**src/sv/adaptive_batch_drop_throttle_top_defines.svh**
```systemverilog
// Assertion macros shared by the throttle RTL.
`ifndef ADAPTIVE_BATCH_DROP_THROTTLE_TOP_DEFINES_SVH
`define ADAPTIVE_BATCH_DROP_THROTTLE_TOP_DEFINES_SVH

`ifndef SYNTHESIS

// ante implies cons in the same cycle
`define ABDT_ASSERT_IMP(name, ante, cons) \
	name: assert property (@(posedge clk) disable iff (!arst_n) (ante) |-> (cons)) \
		else $error("throttle same-cycle check failed");

// ante implies cons in the next cycle
`define ABDT_ASSERT_NXT(name, ante, cons) \
	name: assert property (@(posedge clk) disable iff (!arst_n) (ante) |=> (cons)) \
		else $error("throttle next-cycle check failed");

`else

`define ABDT_ASSERT_IMP(name, ante, cons)
`define ABDT_ASSERT_NXT(name, ante, cons)

`endif

`endif

```
**src/sv/abdt_pkg.sv**
```systemverilog
// Types and constants of the adaptive batch drop throttle.
package abdt_pkg;

	localparam int SLOT_FW  = 4;
	localparam int CNT_W    = 7;
	localparam int CAP_W    = 16;
	localparam int Q_W      = 17;
	localparam int OUT_CW   = 32;
	localparam int CFG_IW   = 2;

	localparam logic [Q_W-1:0] Q_ONE  = 17'h10000;
	localparam logic [Q_W-1:0] Q_HALF = 17'h08000;

	// register indexes
	localparam logic [CFG_IW-1:0] CFG_ENABLE    = 2'd0;
	localparam logic [CFG_IW-1:0] CFG_THRESHOLD = 2'd1;
	localparam logic [CFG_IW-1:0] CFG_SMOOTHING = 2'd2;

	localparam logic [Q_W-1:0] THRESHOLD_RST = 17'd32768;
	localparam logic [Q_W-1:0] SMOOTHING_RST = 17'd6554;

	typedef struct packed {
		logic [SLOT_FW-1:0] slot_index;
		logic [CNT_W-1:0]   batch_count;
		logic [CAP_W-1:0]   upstream_capacity;
	} batch_t;

	typedef struct packed {
		logic [SLOT_FW-1:0] out_slot;
		logic [OUT_CW-1:0]  packet_number;
		logic               keep_packet;
		logic [OUT_CW-1:0]  drop_total;
		logic               batch_last;
	} result_t;

	// Q1.16 values above one are taken as one
	function automatic logic [Q_W-1:0] clamp_one(input logic [Q_W-1:0] v);
		return (v > Q_ONE) ? Q_ONE : v;
	endfunction

endpackage

```
**src/sv/abdt_ram.sv**
```systemverilog
// Generic single-write, single-read RAM with registered read data.
module abdt_ram #(
	parameter int WIDTH = 64,
	parameter int DEPTH = 16
) (
	input  logic                                   clk,
	input  logic                                   we,
	input  logic [((DEPTH > 1) ? $clog2(DEPTH) : 1)-1:0] waddr,
	input  logic [WIDTH-1:0]                       wdata,
	input  logic                                   re,
	input  logic [((DEPTH > 1) ? $clog2(DEPTH) : 1)-1:0] raddr,
	output logic [WIDTH-1:0]                       rdata
);

	logic [WIDTH-1:0] mem [DEPTH];

	always_ff @(posedge clk) begin
		if (we) begin
			mem[waddr] <= wdata;
		end
		if (re) begin
			rdata <= mem[raddr];
		end
	end

endmodule

```
**src/sv/adaptive_batch_drop_throttle_top.sv**
```systemverilog
// Top level of the adaptive batch drop throttle.
//
// Usage:
//  - batch channel (batch_valid/batch_ready/batch): one item announces a batch of
//    packets for a slot. batch_ready is high only while no batch is in work.
//  - result channel (result_valid/result_ready/result): one item per packet,
//    in packet order; batch_last marks the final one. An empty batch gives none.
//  - cfg channel (cfg_valid/cfg_ready/cfg_index/cfg_data): always ready; write
//    only while the block is idle. Unknown indexes are ignored.
// Sequence:
//  - throttling off: the batch is loaded, then results follow one per cycle
//    while the result register is empty or the receiver takes it.
//  - throttling on: level update (two multiplies, one add) and a restoring
//    divider of 17 steps for the stride run between the load of the batch and
//    the first result; the divider is skipped when the level sits at zero or
//    one.
//  - per-slot packet and drop counters live in one RAM, read when the batch is
//    taken and written back with the last packet; valid bits stand in for zero.
// Reset clears the level, the valid bits (all counters read as zero) and the
// registers to their defaults. A stalled receiver holds the result register;
// the next batch may still be taken while the last result waits.
`include "adaptive_batch_drop_throttle_top_defines.svh"

module adaptive_batch_drop_throttle_top
	import abdt_pkg::*;
#(
	parameter int SLOTS      = 16,
	parameter int MAX_BATCH  = 64,
	parameter int COUNT_BITS = 32
) (
	input  logic              clk,
	input  logic              arst_n,
	input  logic              batch_valid,
	output logic              batch_ready,
	input  batch_t            batch,
	output logic              result_valid,
	input  logic              result_ready,
	output result_t           result,
	input  logic              cfg_valid,
	output logic              cfg_ready,
	input  logic [CFG_IW-1:0] cfg_index,
	input  logic [Q_W-1:0]    cfg_data
);

	localparam int SLOT_W = (SLOTS > 1) ? $clog2(SLOTS) : 1;
	localparam logic [CNT_W-1:0] MAX_CNT = CNT_W'(MAX_BATCH);
	localparam int SLOT_CODES = 1 << SLOT_FW;
	localparam logic [4:0] DIV_LAST = 5'd16; // 17 quotient bits

	typedef enum logic [3:0] {
		ST_IDLE,
		ST_LOAD,
		ST_MUL_DECAY,
		ST_MUL_FILL,
		ST_UPDATE,
		ST_DIV_SETUP,
		ST_DIV,
		ST_MODE,
		ST_EMIT
	} state_t;

	typedef enum logic [1:0] {
		MODE_KEEP_ALL,
		MODE_DROP_MULT,
		MODE_DROP_ALL,
		MODE_KEEP_MULT
	} mode_t;

	state_t state_q;

	// configuration
	logic           enable_q;
	logic [Q_W-1:0] thresh_q;
	logic [Q_W-1:0] smooth_q;

	// batch context
	logic [SLOT_FW-1:0]    slot_q;
	logic [CNT_W-1:0]      count_q;
	logic [CAP_W-1:0]      cap_q;
	logic                  hit_q;
	logic [COUNT_BITS-1:0] pkt_q;
	logic [COUNT_BITS-1:0] drop_q;
	logic [Q_W-1:0]        level_q;
	logic [Q_W-1:0]        decay_q;
	logic [32:0]           fill_q;
	logic [Q_W-1:0]        rem_q;
	logic [Q_W-1:0]        quo_q;
	logic [Q_W-1:0]        dvd_q;
	logic [15:0]           div_d_q;
	logic [4:0]            iter_q;
	mode_t                 mode_q;
	logic [CNT_W-1:0]      stride_q;
	logic [CNT_W-1:0]      phase_q;
	logic [CNT_W-1:0]      n_q;
	logic [SLOTS-1:0]      valid_q;

	logic    out_valid_q;
	result_t out_q;

	// slot reduction table: code mod SLOTS
	logic [SLOT_FW-1:0] slot_map [SLOT_CODES];
	for (genvar g = 0; g < SLOT_CODES; g++) begin : g_slot_map
		assign slot_map[g] = SLOT_FW'(g % SLOTS);
	end

	logic               accept;
	logic [SLOT_FW-1:0] in_slot;
	logic [CNT_W-1:0]   in_count;
	logic [SLOT_W-1:0]  rd_addr;

	assign batch_ready = (state_q == ST_IDLE);
	assign accept      = batch_valid && batch_ready;
	assign in_slot     = slot_map[batch.slot_index];
	assign in_count    = (batch.batch_count > MAX_CNT) ? MAX_CNT : batch.batch_count;
	assign rd_addr     = SLOT_W'(in_slot);
	assign cfg_ready   = 1'b1;

	// level arithmetic
	logic [Q_W-1:0] s_eff;
	logic [Q_W-1:0] t_eff;
	logic [33:0]    decay_prod;
	logic [32:0]    fill_prod;
	logic           over;
	logic [Q_W:0]   grown;
	logic [Q_W-1:0] lv_next;
	logic [Q_W-1:0] half_gap;

	assign s_eff      = clamp_one(smooth_q);
	assign t_eff      = clamp_one(thresh_q);
	assign decay_prod = {17'b0, level_q} * {17'b0, Q_ONE - s_eff};
	assign fill_prod  = {16'b0, t_eff} * {17'b0, cap_q};
	assign over       = {10'b0, count_q, 16'b0} > fill_q;
	assign grown      = {1'b0, decay_q} + (over ? {1'b0, s_eff} : '0);
	assign lv_next    = (grown > {1'b0, Q_ONE}) ? Q_ONE : grown[Q_W-1:0];
	assign half_gap   = (level_q >= Q_HALF) ? (Q_ONE - level_q) : level_q;

	// restoring divider step: 65536 / half_gap
	logic [Q_W-1:0] rem_sh;
	logic           div_ge;

	assign rem_sh = {rem_q[15:0], dvd_q[Q_W-1]};
	assign div_ge = rem_sh >= {1'b0, div_d_q};

	// packet decision
	logic                  adv;
	logic                  mult;
	logic                  keep;
	logic                  last;
	logic                  stride_emit;
	logic [COUNT_BITS-1:0] pkt_next;
	logic [COUNT_BITS-1:0] drop_next;
	logic [CNT_W-1:0]      n_inc;
	logic [CNT_W-1:0]      phase_inc;

	assign adv       = (state_q == ST_EMIT) && (!out_valid_q || result_ready);
	assign mult      = (phase_q == '0);
	assign n_inc     = n_q + CNT_W'(1);
	assign phase_inc = phase_q + CNT_W'(1);
	assign last      = (n_inc == count_q);
	assign pkt_next  = pkt_q + COUNT_BITS'(1);
	assign drop_next = drop_q + (keep ? '0 : COUNT_BITS'(1));
	assign stride_emit = (state_q == ST_EMIT)
		&& (mode_q == MODE_DROP_MULT || mode_q == MODE_KEEP_MULT);

	always_comb begin
		unique case (mode_q)
			MODE_KEEP_ALL:  keep = 1'b1;
			MODE_DROP_MULT: keep = !mult;
			MODE_DROP_ALL:  keep = 1'b0;
			MODE_KEEP_MULT: keep = mult;
			default:        keep = 1'b1;
		endcase
	end

	// per-slot counters: {drop, packet}
	logic                    ram_we;
	logic [2*COUNT_BITS-1:0] ram_rdata;

	assign ram_we = adv && last;

	abdt_ram #(
		.WIDTH (2 * COUNT_BITS),
		.DEPTH (SLOTS)
	) u_cnt_ram (
		.clk   (clk),
		.we    (ram_we),
		.waddr (SLOT_W'(slot_q)),
		.wdata ({drop_next, pkt_next}),
		.re    (accept),
		.raddr (rd_addr),
		.rdata (ram_rdata)
	);

	// configuration registers
	always_ff @(posedge clk or negedge arst_n) begin
		if (!arst_n) begin
			enable_q <= 1'b0;
			thresh_q <= THRESHOLD_RST;
			smooth_q <= SMOOTHING_RST;
		end else if (cfg_valid) begin
			unique case (cfg_index)
				CFG_ENABLE:    enable_q <= cfg_data[0];
				CFG_THRESHOLD: thresh_q <= cfg_data;
				CFG_SMOOTHING: smooth_q <= cfg_data;
				default:       ;
			endcase
		end
	end

	// valid bits of the counter RAM
	always_ff @(posedge clk or negedge arst_n) begin
		if (!arst_n) begin
			valid_q <= '0;
		end else if (ram_we) begin
			valid_q[SLOT_W'(slot_q)] <= 1'b1;
		end
	end

	// sequencer, level and result register
	always_ff @(posedge clk or negedge arst_n) begin
		if (!arst_n) begin
			state_q     <= ST_IDLE;
			level_q     <= '0;
			mode_q      <= MODE_KEEP_ALL;
			out_valid_q <= 1'b0;
			out_q       <= '0;
		end else begin
			// a new result replaces the taken one; otherwise a take empties it
			if (adv) begin
				out_valid_q <= 1'b1;
			end else if (result_ready) begin
				out_valid_q <= 1'b0;
			end
			unique case (state_q)
				ST_IDLE: begin
					if (accept && in_count != '0) begin
						state_q <= ST_LOAD;
					end
				end
				ST_LOAD: begin
					mode_q  <= MODE_KEEP_ALL;
					state_q <= enable_q ? ST_MUL_DECAY : ST_EMIT;
				end
				ST_MUL_DECAY: state_q <= ST_MUL_FILL;
				ST_MUL_FILL:  state_q <= ST_UPDATE;
				ST_UPDATE: begin
					level_q <= lv_next;
					state_q <= ST_DIV_SETUP;
				end
				ST_DIV_SETUP: begin
					if (half_gap == '0) begin
						mode_q  <= (level_q == '0) ? MODE_KEEP_ALL : MODE_DROP_ALL;
						state_q <= ST_EMIT;
					end else begin
						state_q <= ST_DIV;
					end
				end
				ST_DIV: begin
					if (iter_q == '0) begin
						state_q <= ST_MODE;
					end
				end
				ST_MODE: begin
					if (level_q < Q_HALF) begin
						mode_q <= (quo_q > {10'b0, count_q}) ? MODE_KEEP_ALL
							: MODE_DROP_MULT;
					end else begin
						mode_q <= (quo_q > {10'b0, count_q}) ? MODE_DROP_ALL
							: MODE_KEEP_MULT;
					end
					state_q <= ST_EMIT;
				end
				ST_EMIT: begin
					if (adv) begin
						out_q.out_slot      <= slot_q;
						out_q.packet_number <= OUT_CW'(pkt_q);
						out_q.keep_packet   <= keep;
						out_q.drop_total    <= OUT_CW'(drop_next);
						out_q.batch_last    <= last;
						if (last) begin
							state_q <= ST_IDLE;
						end
					end
				end
				default: state_q <= ST_IDLE;
			endcase
		end
	end

	// datapath registers
	always_ff @(posedge clk) begin
		if (accept) begin
			slot_q  <= in_slot;
			count_q <= in_count;
			cap_q   <= batch.upstream_capacity;
			hit_q   <= valid_q[rd_addr];
		end
		if (state_q == ST_LOAD) begin
			pkt_q    <= hit_q ? ram_rdata[COUNT_BITS-1:0] : '0;
			drop_q   <= hit_q ? ram_rdata[2*COUNT_BITS-1:COUNT_BITS] : '0;
			n_q      <= '0;
			phase_q  <= '0;
			stride_q <= '0;
		end
		if (state_q == ST_MUL_DECAY) begin
			decay_q <= decay_prod[32:16];
		end
		if (state_q == ST_MUL_FILL) begin
			fill_q <= fill_prod;
		end
		if (state_q == ST_DIV_SETUP) begin
			div_d_q <= half_gap[15:0];
			rem_q   <= '0;
			quo_q   <= '0;
			dvd_q   <= Q_ONE;
			iter_q  <= DIV_LAST;
		end
		if (state_q == ST_DIV) begin
			rem_q  <= div_ge ? (rem_sh - {1'b0, div_d_q}) : rem_sh;
			quo_q  <= {quo_q[Q_W-2:0], div_ge};
			dvd_q  <= {dvd_q[Q_W-2:0], 1'b0};
			iter_q <= iter_q - 5'd1;
		end
		if (state_q == ST_MODE) begin
			// only used when the stride is at most the count
			stride_q <= CNT_W'(quo_q);
		end
		if (adv) begin
			pkt_q   <= pkt_next;
			drop_q  <= drop_next;
			n_q     <= n_inc;
			phase_q <= (phase_inc == stride_q) ? '0 : phase_inc;
		end
	end

	assign result_valid = out_valid_q;
	assign result       = out_q;

	`ABDT_ASSERT_IMP(a_result_from_emit, $rose(result_valid), $past(state_q == ST_EMIT))
	`ABDT_ASSERT_IMP(a_level_in_range, 1'b1, level_q <= Q_ONE)
	`ABDT_ASSERT_IMP(a_index_below_count, state_q == ST_EMIT, n_q < count_q)
	`ABDT_ASSERT_IMP(a_stride_phase, stride_emit, (stride_q != '0) && (phase_q < stride_q))
	`ABDT_ASSERT_NXT(a_last_ends_batch, adv && last, state_q == ST_IDLE)

endmodule
```
**config.mk**
```make
export PLATFORM = sky130hd
export DESIGN_NAME = adaptive_batch_drop_throttle_top
export DESIGN_NICKNAME = d
export VERILOG_FILES = /design/src/sv/abdt_pkg.sv /design/src/sv/abdt_ram.sv /design/src/sv/adaptive_batch_drop_throttle_top.sv
export VERILOG_INCLUDE_DIRS = /design/src /design/src/sv
export SDC_FILE = /design/constraint.sdc
export NUM_CORES = 2
export LEC_CHECK = 0
export BUFFER_PORTS_ARGS = -buffer_cell sky130_fd_sc_hd__buf_2
export CELL_PAD_IN_SITES_DETAIL_PLACEMENT = 0
export CELL_PAD_IN_SITES_GLOBAL_PLACEMENT = 1
export CORE_MARGIN = 2
export CORE_UTILIZATION = 30
export DETAILED_ROUTE_END_ITERATION = 8
export PLACE_DENSITY_LB_ADDON = 0.1
export SYNTH_ARGS = -nofsm -noshare
export SYNTH_HDL_FRONTEND = slang
export SYNTH_SLANG_ARGS = --single-unit
```
**constraint.sdc**
```tcl
create_clock -name clk -period 7.4 [get_ports clk]
set_input_delay 1.48 -clock clk [delete_from_list [all_inputs] [get_ports clk]]
set_output_delay 1.48 -clock clk [all_outputs]
set_load 0.03 [all_outputs]
```
Yosys cells after proc, flatten, opt, wreduce, memory -nomap -nowiden
Memory sizes are Yosys's and may differ from the RTL's. A register that Yosys moved wholly into a read port is not among the register bits.
Cells that the tools add are included.
W data, S select, Z words.
{"block": "word_totals", "word_cells": 153, "inputBits": 51, "reg_bits": 363, "memories": 2, "rom_bits": 64, "ram_bits": 1024}
{"block": "op_classes", "n_mux": 49, "n_bitwise": 2, "magnitude_cmp": 13, "n_eq_ne": 20, "n_addsub": 9, "mul": 2, "n_reduce_logical": 27}
{"name": "u_cnt_ram.mem", "depth": 16, "width": 64, "read_ports": 1, "rd_clocked_by_memory_dff": 1, "write_ports": 1, "line": "abdt_ram.sv:15", "source": "logic [WIDTH-1:0] mem [DEPTH];"}
{"name": "(no name shown)", "depth": 16, "width": 4, "read_ports": 1, "rd_clocked_by_memory_dff": 0, "write_ports": 0, "line": "adaptive_batch_drop_throttle_top.sv:113", "source": "assign in_slot = slot_map[batch.slot_index];"}
{"cell": "$mux W32", "n": 6}
{"cell": "$mux W17", "n": 8}
{"cell": "$mux W7", "n": 6}
{"cell": "$pmux W4 S9", "n": 1}
{"cell": "$gt A17 B17 Y1 const B", "n": 2}
{"cell": "$logic_not A17 Y1", "n": 2}
{"cell": "$sub A17 B17 Y17 const A", "n": 2}
{"cell": "$gt A23 B33 Y1", "n": 1}
{"cell": "$mul A17 B16 Y33", "n": 1}
{"cell": "$mul A17 B17 Y33", "n": 1}
{"cell": "$add A32 B1 Y32", "n": 1}
{"cell": "$add A32 B1 Y32 const B", "n": 1}
{"cell": "$mux W16", "n": 2}
{"cell": "$mux W4", "n": 8}
{"cell": "$add A17 B17 Y18", "n": 1}
{"cell": "$gt A18 B17 Y1 const B", "n": 1}
{"cell": "$ge A17 B16 Y1", "n": 1}
{"cell": "$ge A17 B16 Y1 const B", "n": 1}
{"cell": "$gt A17 B7 Y1", "n": 1}
{"cell": "$lt A17 B16 Y1 const B", "n": 1}
{"cell": "$eq A4 B3 Y1 const B", "n": 4}
{"cell": "$or A16 B16 Y16", "n": 1}
{"cell": "$sub A16 B16 Y16", "n": 1}
{"cell": "$add A7 B1 Y7 const B", "n": 2}
{"cell": "33 further kinds", "n": 66}

Longest topological paths before layout
{"block": "logic_depth", "ltp_word": 6, "mapped_depth": 30, "mapped_depth_nobuf": 29}

Modules after synthesis
From an unflattened synthesis, not the netlist that was laid out.
{"block": "unflattened", "cells_unflattened": 5365, "area_unflattened_um2": 76078.0}
{"mod": "abdt_ram", "area_per_inst_um2": 40222.3, "cells_per_inst": 1647, "instances": 1, "seq_area_each_um2": 32671.3}
{"mod": "adaptive_batch_drop_throttle_top", "area_per_inst_um2": 35855.6, "cells_per_inst": 3718, "instances": 1, "seq_area_each_um2": 10184.8}

Worst setup path before layout
No wires, ideal clock.
{"block": "synth_path", "path_kind": "reg-to-reg", "startpoint": "register smooth_q[5]", "endpoint": "register decay_q[16], data pin", "period_less_slack_ps": 7600, "setup_slack_ps": -200, "stages_incl_launch_ff": 29, "arrival_ps": 7341, "required_ps": 7141, "setup_time_ps": 259, "cell_sequence": "dfrtp_1 > or4_1 > nor3_1 > nand4_1 > nand2_1 > nand2_1 > xnor2_1 > clkbuf_1 > nand2_1 > fa_1 > inv_1 > fa_1 > inv_1 > fa_1 > inv_1 > fa_1 > fa_1 > inv_1 > fa_1 > inv_1 > ha_1 > a21o_1 > a21oi_1 > o311ai_0 > nor3_1 > o21a_1 > o311ai_0 > a21oi_1 > xnor2_1"}
{"block": "synth_between", "elab_chain_len": 4}
{"element": "start, declared", "line": "adaptive_batch_drop_throttle_top.sv:74", "source": "logic [Q_W-1:0] smooth_q;"}
{"element": "start signal, assigned", "line": "adaptive_batch_drop_throttle_top.sv:204", "source": "CFG_SMOOTHING: smooth_q <= cfg_data;"}
{"element": "$gt A17 B17 Y1", "line": "abdt_pkg.sv:38", "source": "return (v > Q_ONE) ? Q_ONE : v;"}
{"element": "$mux W17 (*)", "line": "abdt_pkg.sv:38"}
{"element": "$sub A17 B17 Y17 (*)", "line": "adaptive_batch_drop_throttle_top.sv:130", "source": "assign decay_prod = {17'b0, level_q} * {17'b0, Q_ONE - s_eff};"}
{"element": "$mul A17 B17 Y33 (*)", "line": "adaptive_batch_drop_throttle_top.sv:130"}
{"element": "named net decay_prod[32]", "line": "adaptive_batch_drop_throttle_top.sv:121", "source": "logic [33:0] decay_prod;"}
{"element": "end signal, assigned", "line": "adaptive_batch_drop_throttle_top.sv:306", "source": "decay_q <= decay_prod[32:16];"}
{"element": "end, declared", "line": "adaptive_batch_drop_throttle_top.sv:84", "source": "logic [Q_W-1:0] decay_q;"}
Mark *: on every way through the listed nets, which the timed path passes. The rest lies on a longest branch.
A chain may end at the register's enable or synchronous reset.

Final worst setup path
{"block": "layout_path", "startpoint": "register smooth_q[4]", "endpoint": "register decay_q[15], data pin"}
The elaborated chain is that of the path after synthesis.

==> flow_summary.json <==
{
  "drtPass1Iterations": 6,
  "wl_per_cell_um": 23.7,
  "cts.clk_slew.worst_paths_ns": 0.06,
  "globalRouteOverflowTotal": 0,
  "slowest_stage": "or4_4",
  "ios": 124,
  "track_usage_pct": 16.9,
  "rsz0062_at_grt": "yes",
  "avgSynthCellArea_um2": 14.5,
  "final_cells": 9131,
  "die_y_um": 508,
  "place_area_um2": 82900,
  "synth_warnings": 0,
  "fillers": 24600,
  "crit_end": "decay_q[15]$_DFFE_PP_",
  "crit_path_end_kind": "flop",
  "yosys-top-cells-area": "edfxtp_1 51%, fa_1 11%, mux4_2 9.6%",
  "min_from": "valid_q[1]$_DFFE_PN0P_",
  "r2r-start": "smooth_q[4]$_DFFE_PN1P_",
  "drt-initial-drc-count": 2614,
  "final_cell_mix": "1306 x edfxtp_1, 650 x nand2_1, 591 x inv_1",
  "final_hold_viol_count": 0,
  "initial_core_util_pct": 30.1,
  "core_um2": 253000,
  "cts_max_level": 4,
  "crit_required_ns": 7.94,
  "grt_max_degree": 131,
  "die_area_um2": 258000,
  "synth_nets": 6010,
  "synth.ff_latch_count": 1451,
  "io_buffers": 122,
  "slew_viol_final": 0,
  "relSlewSlack_pct": 9.07,
  "drc": 0,
  "synth_edf_count": 1306,
  "synth_cells": 5264,
  "r2r_cells": 29,
  "via_per_inst": 4.76,
  "synth_cell_types": 78,
  "yosysTopAreaCell": "edfxtp_1",
  "utilization_pct": 35.2,
  "hpwl_mm": 135,
  "clock_latency_ns": 0.86,
  "postRouteAntennaNets": 0,
  "cp-startpoint": "smooth_q[4]$_DFFE_PN1P_",
  "cp.arrival_ns": 7.78,
  "via_count": 43500,
  "die_x_um": 508,
  "critPathLaunchType": "flop",
  "async_reset_ff_share_pct": 9.99,
  "tightest_slew_ns": 1.35,
  "drive_above_1_share_pct": 20.4,
  "setup_violations": 0,
  "synth_top_area_share_pct": 51.4,
  "cts_tree": "yes",
  "clock-root-buffer": "clkbuf_16",
  "antenna_found_initial": 4,
  "cpMostUsedCell": "fa_1",
  "syn_area_um2": 76300,
  "r2r_slack_ns": 0.16,
  "gp_routability_congestion": 0.759,
  "grt_pass1_vias": 47600,
  "cp_max_fo": 11,
  "grt_pass1_wl_mm": 325,
  "clockBufferDepth": 4,
  "rows": 185,
  "critical_path_class": "reg -> reg",
  "seq_area_frac_synth_pct": 56.2,
  "clock_sinks": 1451,
  "fin_crit_sh_pct": 97.8,
  "fin_skew_ns": 0.0995,
  "period_minus_slack_ns": 7.24,
  "placedCellCount": 8811,
  "status": "finished clean",
  "layout_commonest_cell": "edfxtp_1",
  "design_area_um2": 89100,
  "max_stage_delay_ns": 0.57,
  "nets": 6381,
  "numCtsBuffers": 174,
  "totalWireLength_mm": 217,
  "setup_tns_ns": 0,
  "ys.flop_type": "edfxtp_1",
  "hp-class": "reg -> reg",
  "syn_to_final_growth_pct": 16.8,
  "r2r-end": "decay_q[15]$_DFFE_PP_",
  "cap_violations": 0,
  "fmax_ghz": 0.138
}
==> routing by layer <==
layer / part of all wire [%] / track usage, % / routed length (um) / up-vias
met3: 3.1 / 2.07 / 6680 / 237
met4: 2.0 / 3.52 / 4270 / 0
met1: 46 / 23.4 / 99400 / 23100
met5: 0 / 0 / 0 / -
li1: - / - / - / 19500
met2: 49 / 28.6 / 106000 / 692
==> critical path, delay by kind of cell, from the launching register on <==
kind	cells	cell delay (ns)
buffers and inverters	8	0.82
DFF	1	0.37
xor gates and xnor gates	2	0.26
adders and majority gates	7	2.82
and+or+nand+nor	7	1.82
AOI/OAI and AO/OA	5	0.88
==> cell families after synthesis <==
logic type | synth area share (%)
AO/OA/AOI/OAI | 3.32
XOR/XNOR | 2.00
adder cells (fa/ha/maj) | 15.6
buffers and inverters | 4.09
flip-flops | 56.2
multiplexers | 10.2
other | 0.00492
AND/OR/NAND/NOR | 8.59
==> metrics by stage <==
| step | hold WS [ns] | setup WS (ns) |
|---|---|---|
| floorplan | 0.431 | 0.0734 |
| global placement | 0.451 | -0.643 |
| detailed placement | 0.453 | -0.553 |
| CTS | 0.468 | -0.00731 |
| global route | 0.488 | -0.108 |
| finish | 0.465 | 0.160 |
==> synthesized netlist by cell type (4+ instances only) <==
master and instances:
a211oi_1 19, a21boi_0 6, a21o_1 50, a21oi_1 83, a22o_1 16, a31o_2 14, a31oi_1 8, and2_1 222
and3_1 28, and4_1 18, buf_1 44, clkbuf_1 189, dfrtp_1 137, dfstp_2 8, edfxtp_1 1306, fa_1 431
ha_1 264, inv_1 594, mux2_2 36, mux2i_1 4, mux4_2 325, nand2_1 655, nand2b_1 22, nand3_1 104
nand3b_1 8, nand4_1 21, nor2_1 129, nor2b_1 34, nor3_1 57, nor3b_1 5, nor4_1 21, o211ai_1 6
o21a_1 23, o21ai_0 76, o21bai_1 19, o22ai_1 5, o311ai_0 4, o31ai_1 15, or2_2 5, or3_1 15
or3b_2 14, or4_1 4, xnor2_1 113, xor2_1 61
==> what timing repair did <==
action / 4_1_cts / 5_1_grt
hold endpoints to repair: 0 / 0
setup endpoints to repair: 16 / 20
buffers inserted: 10 / 5
pin swaps: 26 / 47
resized for setup: 50 / 84
hold buffers: 0 / 0
==> worst min path at each step <==
stage / cells past startpoint / end / slack, ns
2_1_floorplan: 2 / valid_q[2]$_DFFE_PN0P_ / 0.43
3_3_place_gp: 2 / valid_q[1]$_DFFE_PN0P_ / 0.45
3_5_place_dp: 2 / valid_q[1]$_DFFE_PN0P_ / 0.45
4_1_cts: 2 / valid_q[1]$_DFFE_PN0P_ / 0.47
5_1_grt: 1 / valid_q[13]$_DFFE_PN0P_ / 0.49
6_report: 2 / valid_q[1]$_DFFE_PN0P_ / 0.46
==> cell type report <==
cell class	count	area [um2]	area share, %
antenna	5	12.5	0.0140
inverter	595	2230	2.51
multi-input combinational	2983	31100	34.9
tap	3366	4210	4.72
clock buffer	237	4800	5.38
sequential	1451	42900	48.1
clock inverter	64	646	0.724
timing repair buffer	430	3300	3.70
==> registers in the layout, summed over array words and instances, names as in the netlist, 7 cells and up <==
register         flops
n_q                  7
pkt_q               32
count_q              7
div_d_q             16
drop_q              32
fill_q              33
valid_q             16
thresh_q            17
level_q             17
smooth_q            17
decay_q             17
phase_q              7
u_cnt_ram.mem     1024
cap_q               16
rem_q               16
result              70
quo_q               17
u_cnt_ram.rdata     64
stride_q             7
Power is not shown: default switching activity piles up to over one toggle a cycle in this logic, so the estimate is an artifact.
